$ cat src/rtl/core/hmdp_pkg.sv
package hmdp_pkg;

  localparam int unsigned UsageSlots = 8;
  localparam int unsigned SlotIdxW   = (UsageSlots > 1) ? $clog2(UsageSlots) : 1;
  localparam int unsigned FillW      = $clog2(UsageSlots + 1);

  localparam logic [7:0] LongPrefix = 8'hFE;

  // item tags (prefix bits 7:4)
  localparam logic [3:0] TagInput       = 4'h8;
  localparam logic [3:0] TagUsagePage   = 4'h0;
  localparam logic [3:0] TagLogicalMin  = 4'h1;
  localparam logic [3:0] TagReportSize  = 4'h7;
  localparam logic [3:0] TagReportId    = 4'h8;
  localparam logic [3:0] TagReportCount = 4'h9;
  localparam logic [3:0] TagUsage       = 4'h0;

  localparam logic [15:0] PageDesktop = 16'h0001;
  localparam logic [15:0] PageButton  = 16'h0009;
  localparam logic [15:0] UsageX      = 16'h0030;
  localparam logic [15:0] UsageY      = 16'h0031;
  localparam logic [15:0] ReportIdBits = 16'd8;

  typedef enum logic [1:0] {
    ITEM_MAIN   = 2'd0,
    ITEM_GLOBAL = 2'd1,
    ITEM_LOCAL  = 2'd2,
    ITEM_RSVD   = 2'd3
  } item_type_e;

  typedef struct packed {
    logic                hit;
    logic [SlotIdxW-1:0] idx;
  } axis_hit_t;

  typedef struct packed {
    logic        found;
    logic [15:0] offset;
    logic [7:0]  size;
    logic        sgn;
  } axis_rec_t;

  typedef struct packed {
    logic        found;
    logic [15:0] offset;
    logic [4:0]  size;
    logic [4:0]  count;
  } btn_rec_t;

  function automatic logic [2:0] data_len(input logic [1:0] sz);
    return (sz == 2'd3) ? 3'd4 : {1'b0, sz};
  endfunction

  function automatic logic [4:0] sat31(input logic [15:0] v);
    return (v > 16'd31) ? 5'd31 : v[4:0];
  endfunction

endpackage

$ cat src/rtl/core/hmdp_if.sv
interface hmdp_in_if;
  logic       valid;
  logic       ready;
  logic [7:0] desc_byte;
  logic       last_byte;

  modport source (output valid, desc_byte, last_byte, input ready);
  modport sink   (input valid, desc_byte, last_byte, output ready);
endinterface

interface hmdp_out_if;
  logic        valid;
  logic        ready;
  logic        layout_ok;
  logic [7:0]  rpt_id;
  logic        button_found;
  logic [15:0] button_offset;
  logic [4:0]  button_size;
  logic [4:0]  button_count;
  logic [15:0] x_offset;
  logic [7:0]  x_size;
  logic        x_signed;
  logic [15:0] y_offset;
  logic [7:0]  y_size;
  logic        y_signed;

  modport source (
    output valid, layout_ok, rpt_id, button_found, button_offset, button_size,
           button_count, x_offset, x_size, x_signed, y_offset, y_size, y_signed,
    input  ready
  );
  modport sink (
    input  valid, layout_ok, rpt_id, button_found, button_offset, button_size,
           button_count, x_offset, x_size, x_signed, y_offset, y_size, y_signed,
    output ready
  );
endinterface

$ cat src/rtl/core/hmdp_axis_find.sv
module hmdp_axis_find (
  input  logic [15:0]                 usage_i [hmdp_pkg::UsageSlots],
  input  logic [hmdp_pkg::FillW-1:0]  fill_i,
  input  logic [15:0]                 count_i,
  input  logic [15:0]                 want_i,
  output hmdp_pkg::axis_hit_t         hit_o
);

  // lowest matching slot wins
  always_comb begin
    hit_o = '0;
    for (int f = hmdp_pkg::UsageSlots - 1; f >= 0; f--) begin
      if ((hmdp_pkg::FillW'(f) < fill_i) && (16'(f) < count_i) && (usage_i[f] == want_i)) begin
        hit_o.hit = 1'b1;
        hit_o.idx = hmdp_pkg::SlotIdxW'(f);
      end
    end
  end

endmodule

$ cat src/rtl/core/hid_mouse_descriptor_parser_top.sv
// channel  dir  handshake      payload
// in_i     in   valid/ready    desc_byte[7:0], last_byte
// out_o    out  valid/ready    layout fields (one item per descriptor)
//
// One descriptor byte is taken per cycle while in_i.ready is high; the item decode, usage match and
// offset update for that byte finish in the same cycle.
// The layout item is registered at the edge that takes the last byte and is
// valid on out_o from the next cycle.
// in_i.ready drops only while a layout item waits on out_o.
// Reset is asynchronous, active low; parser state also clears after each last byte.
module hid_mouse_descriptor_parser_top (
  input  logic       clk_i,
  input  logic       rst_ni,
  hmdp_in_if.sink    in_i,
  hmdp_out_if.source out_o
);

  typedef enum logic [2:0] {
    PH_PREFIX   = 3'd0,
    PH_D0       = 3'd1,
    PH_D1       = 3'd2,
    PH_D2       = 3'd3,
    PH_D3       = 3'd4,
    PH_LONGSIZE = 3'd5,
    PH_LONGSKIP = 3'd6
  } phase_e;

  phase_e                     phase_q, phase_d;
  logic [7:0]                 prefix_q, prefix_d;
  logic [15:0]                accum_q, accum_d;
  logic [7:0]                 skip_q, skip_d;
  logic [15:0]                off_q, off_d;
  logic [15:0]                page_q, page_d;
  logic [hmdp_pkg::FillW-1:0] fill_q, fill_d;
  logic [15:0]                size_q, size_d;
  logic [15:0]                count_q, count_d;
  logic                       minneg_q, minneg_d;
  logic [7:0]                 rid_q, rid_d;
  hmdp_pkg::btn_rec_t         btn_q, btn_d;
  hmdp_pkg::axis_rec_t        x_q, x_d, y_q, y_d;
  logic [15:0]                usage_q [hmdp_pkg::UsageSlots];

  logic                       out_valid_q;
  logic                       res_ok_q;
  logic [7:0]                 res_rid_q;
  hmdp_pkg::btn_rec_t         res_btn_q;
  hmdp_pkg::axis_rec_t        res_x_q, res_y_q;

  logic                       in_acc;
  logic                       run;
  logic                       usage_we;
  logic [7:0]                 pfx;
  logic [15:0]                dat;
  logic                       neg;
  logic [1:0]                 dk;
  logic [2:0]                 dlen;
  logic                       is_const;
  hmdp_pkg::axis_hit_t        x_hit, y_hit;

  assign in_i.ready = ~out_valid_q | out_o.ready;
  assign in_acc     = in_i.valid & in_i.ready;

  hmdp_axis_find u_find_x (
    .usage_i (usage_q),
    .fill_i  (fill_q),
    .count_i (count_q),
    .want_i  (hmdp_pkg::UsageX),
    .hit_o   (x_hit)
  );

  hmdp_axis_find u_find_y (
    .usage_i (usage_q),
    .fill_i  (fill_q),
    .count_i (count_q),
    .want_i  (hmdp_pkg::UsageY),
    .hit_o   (y_hit)
  );

  always_comb begin
    phase_d  = phase_q;
    prefix_d = prefix_q;
    accum_d  = accum_q;
    skip_d   = skip_q;
    off_d    = off_q;
    page_d   = page_q;
    fill_d   = fill_q;
    size_d   = size_q;
    count_d  = count_q;
    minneg_d = minneg_q;
    rid_d    = rid_q;
    btn_d    = btn_q;
    x_d      = x_q;
    y_d      = y_q;
    usage_we = 1'b0;
    run      = 1'b0;
    pfx      = prefix_q;
    dat      = accum_q;
    neg      = 1'b0;
    dk       = 2'(3'(phase_q) - 3'd1);

    // byte framing
    case (phase_q)
      PH_PREFIX: begin
        if (in_i.desc_byte == hmdp_pkg::LongPrefix) begin
          phase_d = PH_LONGSIZE;
        end else begin
          prefix_d = in_i.desc_byte;
          accum_d  = '0;
          pfx      = in_i.desc_byte;
          dat      = '0;
          if (in_i.desc_byte[1:0] == 2'd0) begin
            run = 1'b1;
          end else begin
            phase_d = PH_D0;
          end
        end
      end
      PH_LONGSIZE: begin
        skip_d  = in_i.desc_byte;
        phase_d = (in_i.desc_byte != 8'd0) ? PH_LONGSKIP : PH_PREFIX;
      end
      PH_LONGSKIP: begin
        skip_d = skip_q - 8'd1;
        if (skip_q == 8'd1) begin
          phase_d = PH_PREFIX;
        end
      end
      PH_D0, PH_D1, PH_D2, PH_D3: begin
        case (dk)
          2'd0:    dat = {accum_q[15:8], in_i.desc_byte};
          2'd1:    dat = {in_i.desc_byte, accum_q[7:0]};
          default: dat = accum_q;
        endcase
        accum_d = dat;
        if (({1'b0, dk} + 3'd1) >= hmdp_pkg::data_len(prefix_q[1:0])) begin
          run     = 1'b1;
          neg     = in_i.desc_byte[7];
          phase_d = PH_PREFIX;
        end else begin
          phase_d = phase_e'(3'(phase_q) + 3'd1);
        end
      end
      default: phase_d = PH_PREFIX;
    endcase

    dlen     = hmdp_pkg::data_len(pfx[1:0]);
    is_const = (dlen != 3'd0) & dat[0];

    // item execution
    if (run) begin
      case (hmdp_pkg::item_type_e'(pfx[3:2]))
        hmdp_pkg::ITEM_GLOBAL: begin
          case (pfx[7:4])
            hmdp_pkg::TagUsagePage:   page_d   = dat;
            hmdp_pkg::TagLogicalMin:  minneg_d = neg;
            hmdp_pkg::TagReportSize:  size_d   = dat;
            hmdp_pkg::TagReportId: begin
              rid_d = dat[7:0];
              off_d = off_q + hmdp_pkg::ReportIdBits;
            end
            hmdp_pkg::TagReportCount: count_d  = dat;
            default: ;
          endcase
        end
        hmdp_pkg::ITEM_LOCAL: begin
          if ((pfx[7:4] == hmdp_pkg::TagUsage) &&
              (fill_q < hmdp_pkg::FillW'(hmdp_pkg::UsageSlots))) begin
            usage_we = 1'b1;
            fill_d   = fill_q + hmdp_pkg::FillW'(1);
          end
        end
        hmdp_pkg::ITEM_MAIN: begin
          if (pfx[7:4] == hmdp_pkg::TagInput) begin
            if (!is_const && (count_q != 16'd0)) begin
              if (page_q == hmdp_pkg::PageButton) begin
                if (!btn_q.found) begin
                  btn_d.found  = 1'b1;
                  btn_d.offset = off_q;
                  btn_d.size   = hmdp_pkg::sat31(size_q);
                  btn_d.count  = hmdp_pkg::sat31(count_q);
                end
              end else if (page_q == hmdp_pkg::PageDesktop) begin
                if (!x_q.found && x_hit.hit) begin
                  x_d.found  = 1'b1;
                  x_d.offset = off_q + 16'(16'(x_hit.idx) * size_q);
                  x_d.size   = size_q[7:0];
                  x_d.sgn    = minneg_q;
                end
                if (!y_q.found && y_hit.hit) begin
                  y_d.found  = 1'b1;
                  y_d.offset = off_q + 16'(16'(y_hit.idx) * size_q);
                  y_d.size   = size_q[7:0];
                  y_d.sgn    = minneg_q;
                end
              end
            end
            off_d = off_q + 16'(size_q * count_q);
          end
          fill_d = '0;
        end
        default: ;
      endcase
    end
  end

  always_ff @(posedge clk_i or negedge rst_ni) begin
    if (!rst_ni) begin
      phase_q     <= PH_PREFIX;
      prefix_q    <= '0;
      accum_q     <= '0;
      skip_q      <= '0;
      off_q       <= '0;
      page_q      <= '0;
      fill_q      <= '0;
      size_q      <= '0;
      count_q     <= '0;
      minneg_q    <= 1'b0;
      rid_q       <= '0;
      btn_q       <= '0;
      x_q         <= '0;
      y_q         <= '0;
      out_valid_q <= 1'b0;
    end else begin
      if (in_acc && in_i.last_byte) begin
        phase_q  <= PH_PREFIX;
        prefix_q <= '0;
        accum_q  <= '0;
        skip_q   <= '0;
        off_q    <= '0;
        page_q   <= '0;
        fill_q   <= '0;
        size_q   <= '0;
        count_q  <= '0;
        minneg_q <= 1'b0;
        rid_q    <= '0;
        btn_q    <= '0;
        x_q      <= '0;
        y_q      <= '0;
      end else if (in_acc) begin
        phase_q  <= phase_d;
        prefix_q <= prefix_d;
        accum_q  <= accum_d;
        skip_q   <= skip_d;
        off_q    <= off_d;
        page_q   <= page_d;
        fill_q   <= fill_d;
        size_q   <= size_d;
        count_q  <= count_d;
        minneg_q <= minneg_d;
        rid_q    <= rid_d;
        btn_q    <= btn_d;
        x_q      <= x_d;
        y_q      <= y_d;
      end
      if (in_acc && in_i.last_byte) begin
        out_valid_q <= 1'b1;
      end else if (out_o.ready) begin
        out_valid_q <= 1'b0;
      end
    end
  end

  always_ff @(posedge clk_i) begin
    if (in_acc && usage_we) begin
      usage_q[fill_q[hmdp_pkg::SlotIdxW-1:0]] <= dat;
    end
    if (in_acc && in_i.last_byte) begin
      res_ok_q  <= x_d.found & y_d.found;
      res_rid_q <= rid_d;
      res_btn_q <= btn_d;
      res_x_q   <= x_d;
      res_y_q   <= y_d;
    end
  end

  assign out_o.valid         = out_valid_q;
  assign out_o.layout_ok     = res_ok_q;
  assign out_o.rpt_id        = res_rid_q;
  assign out_o.button_found  = res_btn_q.found;
  assign out_o.button_offset = res_btn_q.offset;
  assign out_o.button_size   = res_btn_q.size;
  assign out_o.button_count  = res_btn_q.count;
  assign out_o.x_offset      = res_x_q.offset;
  assign out_o.x_size        = res_x_q.size;
  assign out_o.x_signed      = res_x_q.sgn;
  assign out_o.y_offset      = res_y_q.offset;
  assign out_o.y_size        = res_y_q.size;
  assign out_o.y_signed      = res_y_q.sgn;

endmodule

$ cat src/flat_wrapper.sv
// flat-port wrapper written by rule: the top's interface ports become plain ports
module hid_mouse_descriptor_parser_top_flat 
  (clk_i, rst_ni, in_i_valid, in_i_desc_byte, in_i_last_byte, in_i_ready, out_o_valid, out_o_layout_ok, out_o_rpt_id, out_o_button_found, out_o_button_offset, out_o_button_size, out_o_button_count, out_o_x_offset, out_o_x_size, out_o_x_signed, out_o_y_offset, out_o_y_size, out_o_y_signed, out_o_ready);
  hmdp_in_if in_i_i ();
  hmdp_out_if out_o_i ();
  input  logic clk_i;
  input  logic rst_ni;
  input wire logic [$bits(in_i_i.valid)-1:0] in_i_valid;
  input wire logic [$bits(in_i_i.desc_byte)-1:0] in_i_desc_byte;
  input wire logic [$bits(in_i_i.last_byte)-1:0] in_i_last_byte;
  output wire logic [$bits(in_i_i.ready)-1:0] in_i_ready;
  output wire logic [$bits(out_o_i.valid)-1:0] out_o_valid;
  output wire logic [$bits(out_o_i.layout_ok)-1:0] out_o_layout_ok;
  output wire logic [$bits(out_o_i.rpt_id)-1:0] out_o_rpt_id;
  output wire logic [$bits(out_o_i.button_found)-1:0] out_o_button_found;
  output wire logic [$bits(out_o_i.button_offset)-1:0] out_o_button_offset;
  output wire logic [$bits(out_o_i.button_size)-1:0] out_o_button_size;
  output wire logic [$bits(out_o_i.button_count)-1:0] out_o_button_count;
  output wire logic [$bits(out_o_i.x_offset)-1:0] out_o_x_offset;
  output wire logic [$bits(out_o_i.x_size)-1:0] out_o_x_size;
  output wire logic [$bits(out_o_i.x_signed)-1:0] out_o_x_signed;
  output wire logic [$bits(out_o_i.y_offset)-1:0] out_o_y_offset;
  output wire logic [$bits(out_o_i.y_size)-1:0] out_o_y_size;
  output wire logic [$bits(out_o_i.y_signed)-1:0] out_o_y_signed;
  input wire logic [$bits(out_o_i.ready)-1:0] out_o_ready;
  assign in_i_i.valid = in_i_valid;
  assign in_i_i.desc_byte = in_i_desc_byte;
  assign in_i_i.last_byte = in_i_last_byte;
  assign in_i_ready = in_i_i.ready;
  assign out_o_valid = out_o_i.valid;
  assign out_o_layout_ok = out_o_i.layout_ok;
  assign out_o_rpt_id = out_o_i.rpt_id;
  assign out_o_button_found = out_o_i.button_found;
  assign out_o_button_offset = out_o_i.button_offset;
  assign out_o_button_size = out_o_i.button_size;
  assign out_o_button_count = out_o_i.button_count;
  assign out_o_x_offset = out_o_i.x_offset;
  assign out_o_x_size = out_o_i.x_size;
  assign out_o_x_signed = out_o_i.x_signed;
  assign out_o_y_offset = out_o_i.y_offset;
  assign out_o_y_size = out_o_i.y_size;
  assign out_o_y_signed = out_o_i.y_signed;
  assign out_o_i.ready = out_o_ready;
  hid_mouse_descriptor_parser_top u_core (.clk_i(clk_i), .rst_ni(rst_ni), .in_i(in_i_i), .out_o(out_o_i));
endmodule
$ cat config.mk
export PLATFORM = sky130hd
export DESIGN_NAME = hid_mouse_descriptor_parser_top_flat
export DESIGN_NICKNAME = d
export VERILOG_FILES = /design/src/rtl/core/hmdp_pkg.sv /design/src/rtl/core/hmdp_if.sv /design/src/rtl/core/hmdp_axis_find.sv /design/src/rtl/core/hid_mouse_descriptor_parser_top.sv /design/src/flat_wrapper.sv
export SDC_FILE = /design/constraint.sdc
export NUM_CORES = 1
export LEC_CHECK = 0
export ABC_AREA = 1
export BUFFER_PORTS_ARGS = -buffer_cell sky130_fd_sc_hd__buf_2
export CORE_MARGIN = 5
export CORE_UTILIZATION = 44
export CTS_BUF_LIST = sky130_fd_sc_hd__clkbuf_4 sky130_fd_sc_hd__clkbuf_8
export CTS_CLUSTER_SIZE = 14
export DETAILED_ROUTE_END_ITERATION = 10
export GPL_ROUTABILITY_DRIVEN = 1
export GPL_TIMING_DRIVEN = 0
export PLACE_DENSITY = 0.7
export REMOVE_ABC_BUFFERS = 1
export SLEW_MARGIN = 30
export SYNTH_ARGS = -nofsm -noshare
export SYNTH_HDL_FRONTEND = slang
export SYNTH_SLANG_ARGS = --single-unit
$ cat constraint.sdc
create_clock -name clk_i -period 8.14 [get_ports clk_i]
set_input_delay 0.814 -clock clk_i [delete_from_list [all_inputs] [get_ports clk_i]]
set_output_delay 0.814 -clock clk_i [all_outputs]
set_load 0.01 [all_outputs]
# Word-level counts from Yosys, hierarchy flattened
# Index checks and enable logic that the tools add are counted.
classes:
  muxes: 116
  reduce_logical: 62
  order_cmp: 22
  n_mul: 3
  bitwise_logic: 6
  eq_ne: 40
  n_addsub: 9
op_table:
  columns: ["op", "count"]
  rows:
  - ["26-bit 2-to-1 mux", 19]
  - ["16-bit 2-to-1 mux", 24]
  - ["16-bit by 6-bit == test with 1-bit output (second input constant)", 16]
  - ["27-bit 2-to-1 mux", 7]
  - ["128-bit bitwise mux", 1]
  - ["16-bit one-hot mux with 2 select lines", 3]
  - ["8-bit 2-to-1 mux", 11]
  - ["4-bit 2-to-1 mux", 20]
  - ["3-bit by 16-bit less-than comparator with 1-bit output (first input constant)", 4]
  - ["16-bit adder", 3]
  - ["16-bit demux with 3-bit select", 1]
  - ["16-bit by 5-bit greater-than comparator with 1-bit output (second input constant)", 2]
  - ["1-bit by 16-bit less-than comparator with 1-bit output (first input constant)", 2]
  - ["2-bit by 16-bit less-than comparator with 1-bit output (first input constant)", 2]
  - ["3-bit by 16-bit multiplier with 16-bit output", 2]
  - ["1-bit logical AND", 31]
  - ["3-bit 2-to-1 mux", 9]
  - ["4-bit AND reduction", 5]
  - ["16-bit by 4-bit adder with 16-bit output (second input constant)", 1]
  - ["16-bit by 1-bit == test with 1-bit output (second input constant)", 1]
  - ["16-bit by 4-bit == test with 1-bit output (second input constant)", 1]
  - ["3-bit by 4-bit less-than comparator with 1-bit output (first input constant)", 4]
  - ["16-bit by 16-bit multiplier with 16-bit output", 1]
  - ["8-bit one-hot mux with 2 select lines", 1]
  - ["other kinds (44)", 87]
totals:
  ff_bits: 406
  inputBits: 13

# Longest topological paths before layout
logic_depth:
  ltp_word: 22
  mapped_depth: 35

# Modules after synthesis
# A second synthesis with hierarchy kept.
unflattened:
  hier_cells: 3756
  hier_area_um2: 29478.3
by_module_without_submodules:
  columns: ["mod", "cells_per_inst", "seq_area_each_um2", "instances", "area_per_inst_um2"]
  rows:
  - ["hid_mouse_descriptor_parser_top", 2908, 11230.8, 1, 25204.2]
  - ["hmdp_axis_find at u_core.u_find_y", 421, 0.0, 1, 2138.3]
  - ["hmdp_axis_find at u_core.u_find_x", 427, 0.0, 1, 2135.8]

# Worst setup path after synthesis
# Ideal clock, no wire load.
synth_timing:
  path_kind: "input-to-reg"
  start: "in out_o_ready"
  end: "reg u_core.page_q[2]"
  path_buffers: 1
  path_slack_ns: 1.091
  arrival_time_ns: 6.918
  cell_stages: 12
  path_cell_list: "inv_1 > nand2_1 > nand2_1 > nor2_1 > inv_1 > nand2_1 > o211ai_1 > a21oi_1 > o21ai_0 > clkbuf_1 > nand2_1 > o21ai_0"
synth_via:
  elab_chain_len: 5
  elab_cells_between_ends: 9
  cone_classes: "1 x mux; 2 x bitwise; 6 x reduce/logical"
synth_lines:
  columns: ["element", "line", "rtl"]
  rows:
  - ["from (decl)", "flat_wrapper.sv:25", "input wire logic [$bits(out_o_i.ready)-1:0] out_o_ready;"]
  - ["1-bit OR (*)", "hid_mouse_descriptor_parser_top.sv:60", "assign in_i.ready = ~out_valid_q | out_o.ready;"]
  - ["named net in_i_ready", "flat_wrapper.sv:11", "output wire logic [$bits(in_i_i.ready)-1:0] in_i_ready;"]
  - ["1-bit bitwise AND (*)", "hid_mouse_descriptor_parser_top.sv:61", "assign in_acc = in_i.valid & in_i.ready;"]
  - ["1-bit logical AND", "hid_mouse_descriptor_parser_top.sv:224", "if (in_acc && in_i.last_byte) begin"]
  - ["2-bit nonzero test (no source line)", null, null]
  - ["4-bit AND reduction (no source line)", null, null]
  - ["to (signal assigned)", "hid_mouse_descriptor_parser_top.sv:245", "page_q <= page_d;"]
  - ["to (decl)", "hid_mouse_descriptor_parser_top.sv:33", "logic [15:0] page_q, page_d;"]
# The timed path passes the listed nets; every way through them passes the cells marked *.
# A chain may end at the register's enable or synchronous reset.

==> impl_metrics.py <==
metrics = {
    "status": {
        "outcome": "finished clean",
    },
    "yosys": {
        "synth_fa_ha_area_share_pct": 16.4,
        "yosys.area_share.simple_pct": 18.6,
        "synth_xor_area_share_pct": 2.20,
        "synth_top_family_by_area": "simple AND/OR/NAND/NOR gates",
        "synth-seq-area-share_pct": 44.1,
        "synth_compound_area_share_pct": 8.74,
        "synthTopCellsByArea": "edfxtp_1 25%, dfrtp_1 19%, fa_1 12%, nand2_1 10%, inv_1 8.3%",
        "ys_warn_count": 0,
        "synth_top_flop_cell": "edfxtp_1",
        "ys_ff_latch": 406,
        "syn_area_per_cell_um2": 8.74,
        "synth_edf_count": 214,
        "yosysTopAreaCell": "edfxtp_1",
        "syn_inst": 2913,
        "synth_cell_types": 53,
        "yosys.area.top_type_share_pct": 25.2,
        "synthMuxAreaShare_pct": 0,
        "syn_area_um2": 25500,
        "postSynth.asyncResetShare_pct": 47.3,
    },
    "die": {
        "placeableCoreArea_um2": 57500,
        "fp-row-count": 88,
        "fp.dieArea_um2": 62800,
        "io_pins": 101,
        "dieHeight_um": 251,
        "dieWidth_um": 251,
        "start_util_pct": 44.3,
    },
    "cts": {
        "worstSkewPairLatency_ps": 690,
        "post_cts_resized": 0,
        "clk_pin_slew_worst_paths_ps": 60,
        "clockRootBuffer": "clkbuf_8",
        "cts_sinks": 406,
        "cts_buffers": 71,
        "htreeDepth": 3,
        "cts_tree": "yes",
        "cts_buffer_depth": 3,
    },
    "global_route": {
        "grtUsageTotal_pct": 20.8,
        "grt_pass1_wl_mm": 104,
        "grt_pass1_vias": 19395,
        "use_met2_pct": 32.1,
        "overflow": 0,
        "grt_use_met1_pct": 28.6,
        "antenna_found_initial": 1,
        "met3_usage_pct": 5.07,
        "grt_max_degree": 88,
        "grt-busiest-layer": "met2",
    },
    "sta": {
        "worstMarginPinSlew_ps": 1020,
        "fin_crit_sh_pct": 76.2,
        "slew_headroom_pct": 32.0,
        "clock.fmax_mhz": 161,
        "fin_worst_skew_ps": 47.6,
        "timing.final.crit_period_ps": 6200,
        "rsz0062_at_grt": "no",
        "hold_viol": 0,
        "drv_slew": 0,
        "finalSetupViolCount": 0,
        "fin_setup_tns_ps": 0,
    },
    "min_path": {
        "hold_class": "primary input to flop",
        "min-delay-start": "out_o_ready",
    },
    "route": {
        "drc": 0,
        "detail_route.first_pass.iterations": 7,
        "drt_iter0_drc": 1737,
        "totalWireLength_mm": 65.0,
        "ant_nets": 0,
        "vias": 19901,
        "post_drt_wl_per_cell_um": 16.9,
        "drt-vias-per-instance": 5.18,
    },
    "layout": {
        "drive_gt1_share_pct": 10.2,
        "area_growth_pct": 12.5,
        "fill_cells": 5298,
        "regArea_um2": 11200,
        "nets": 3280,
        "multi_input_area_um2": 11900,
    },
    "critical_path": {
        "start_kind": "flop",
        "reg2reg_from": "u_core.count_q[0]",
        "crit_top_cell": "nand2_1",
        "required_ps": 8550,
        "cp_max_fo": 20,
        "cp_slowest_cell": "dfrtp_1",
        "worst-setup-path-type": "flop to flop",
        "cp.arrival_ps": 6610,
        "crit_start": "u_core.count_q[0]",
        "setup.worst_path.end_class": "flop",
        "cpPeakStageDelay_ps": 980,
    },
    "power_and_ir_drop": {
        "power_leakage_uw": 0.0138,
        "powerDensity_nw_per_um2": 226,
        "ir_worst_vdd_mv": 0.131,
        "total_power_uw": 6480,
    },
    "place": {
        "portBuffers": 100,
        "gp_congestion": 0.906,
        "dp_hpwl_mm": 47.2,
    },
    "job": {
        "cap_violations": 0,
    },
}
worst max-delay path, delay by kind of cell, from the launching register on:
family	cells	cell delay [ps]
AO/OA/AOI/OAI	4	590
adder cells (fa/ha/maj)	3	1500
buffers and inverters	4	350
flip-flops	1	980
AND/OR/NAND/NOR	19	2550
metal layers:
layer | share of wire (%) | vias up | wire length, um
met5 | 0 | - | 0
met4 | 3.4 | 0 | 2200
met3 | 9.7 | 141 | 6270
met2 | 45 | 817 | 29000
met1 | 42 | 9460 | 27500
li1 | - | 9483 | -
final timing paths:
check,end,slack [ps],depth (start not counted)
hold reg to reg,u_core.y_q[24],470,2
hold / removal,u_core.out_o.valid,470,4
setup reg to reg,u_core.out_o.y_offset[15],1940,30
max in group asynchronous,u_core.skip_q[3],6350,4
setup / recovery,u_core.out_o.y_offset[15],1940,30
min in group asynchronous,u_core.btn_q[21],630,2
synth_stat cells, types with 40 or more instances:
master,n
o22ai_1,48
dfrtp_1,192
xor2_1,40
nand3_1,99
fa_1,148
edfxtp_1,214
clkbuf_1,73
a21oi_1,59
o21ai_0,195
ha_1,98
nand2_1,709
inv_1,562
nor2_1,223
flip-flops by register name, summed over array words and instances (netlist names), 16 cells and up:
name,flops
u_core.out_o.x_offset,16
u_core.out_o.button_offset,16
u_core.page_q,16
u_core.usage_q,128
u_core.count_q,16
u_core.y_q,26
u_core.size_q,16
u_core.x_q,26
u_core.out_o.y_offset,16
u_core.accum_q,16
u_core.btn_q,27
u_core.off_q,16
repair_timing:
action	in CTS	in global routing
setup buffers	0	0
hold buffers	1	0
endpoints found under the hold margin	12	0
stage by stage:
stage,area (um2),std cells,worst slack (ps),util (%),hold slack [ps]
2_1_floorplan,25100,2823,-1970,-,442
3_3_place_gp,26500,3688,-7780,46.2,455
3_5_place_dp,27100,3712,2090,47.2,465
4_1_cts,28600,3843,2040,49.8,427
5_1_grt,28600,3844,1550,49.8,480
6_report,28600,3844,1940,49.8,474
layout by cell type, fill, tap and decap left out, drive strengths merged, types with 4 or more instances in the layout:
cell type	n
o311ai	5
a31oi	5
clkbuf	94
nor2	228
fa	148
o21bai	5
o22ai	48
buf	124
o211ai	8
nand3b	5
nor4	31
inv	569
bufinv	5
o31ai	4
dfrtp	192
xnor2	24
ha	98
nand3	100
a21oi	60
nor3	34
nand2	711
o21ai	225
nand4	32
o221ai	4
xor2	40
edfxtp	214
clkinv	31
kinds of logic (layout without fill, tap and decap cells):
| kind of cell | after synthesis | in the layout |
|---|---|---|
| fa+ha+maj | 246 | 246 |
| simple gates | 1149 | 1149 |
| flops | 406 | 406 |
| compound gates | 386 | 386 |
| other cells | 0 | 1 |
| buf+inv | 662 | 827 |
| xor+xnor | 64 | 64 |
power breakdown:
part / internal (uW) / switching [uW]
logic: 511 / 1310
registers: 2320 / 306
clock network: 1130 / 897
layout make-up:
class / count / area share (%)
inverters: 572 / 7.51
repair buffers: 125 / 3.11
clock inverters: 36 / 1.19
flip-flops and latches: 406 / 39.2
diodes: 1 / 0.00874
clock buffers: 94 / 4.14
well taps: 765 / 3.34
multi-input cells: 1845 / 41.5
(Power assumes the default switching activity.)
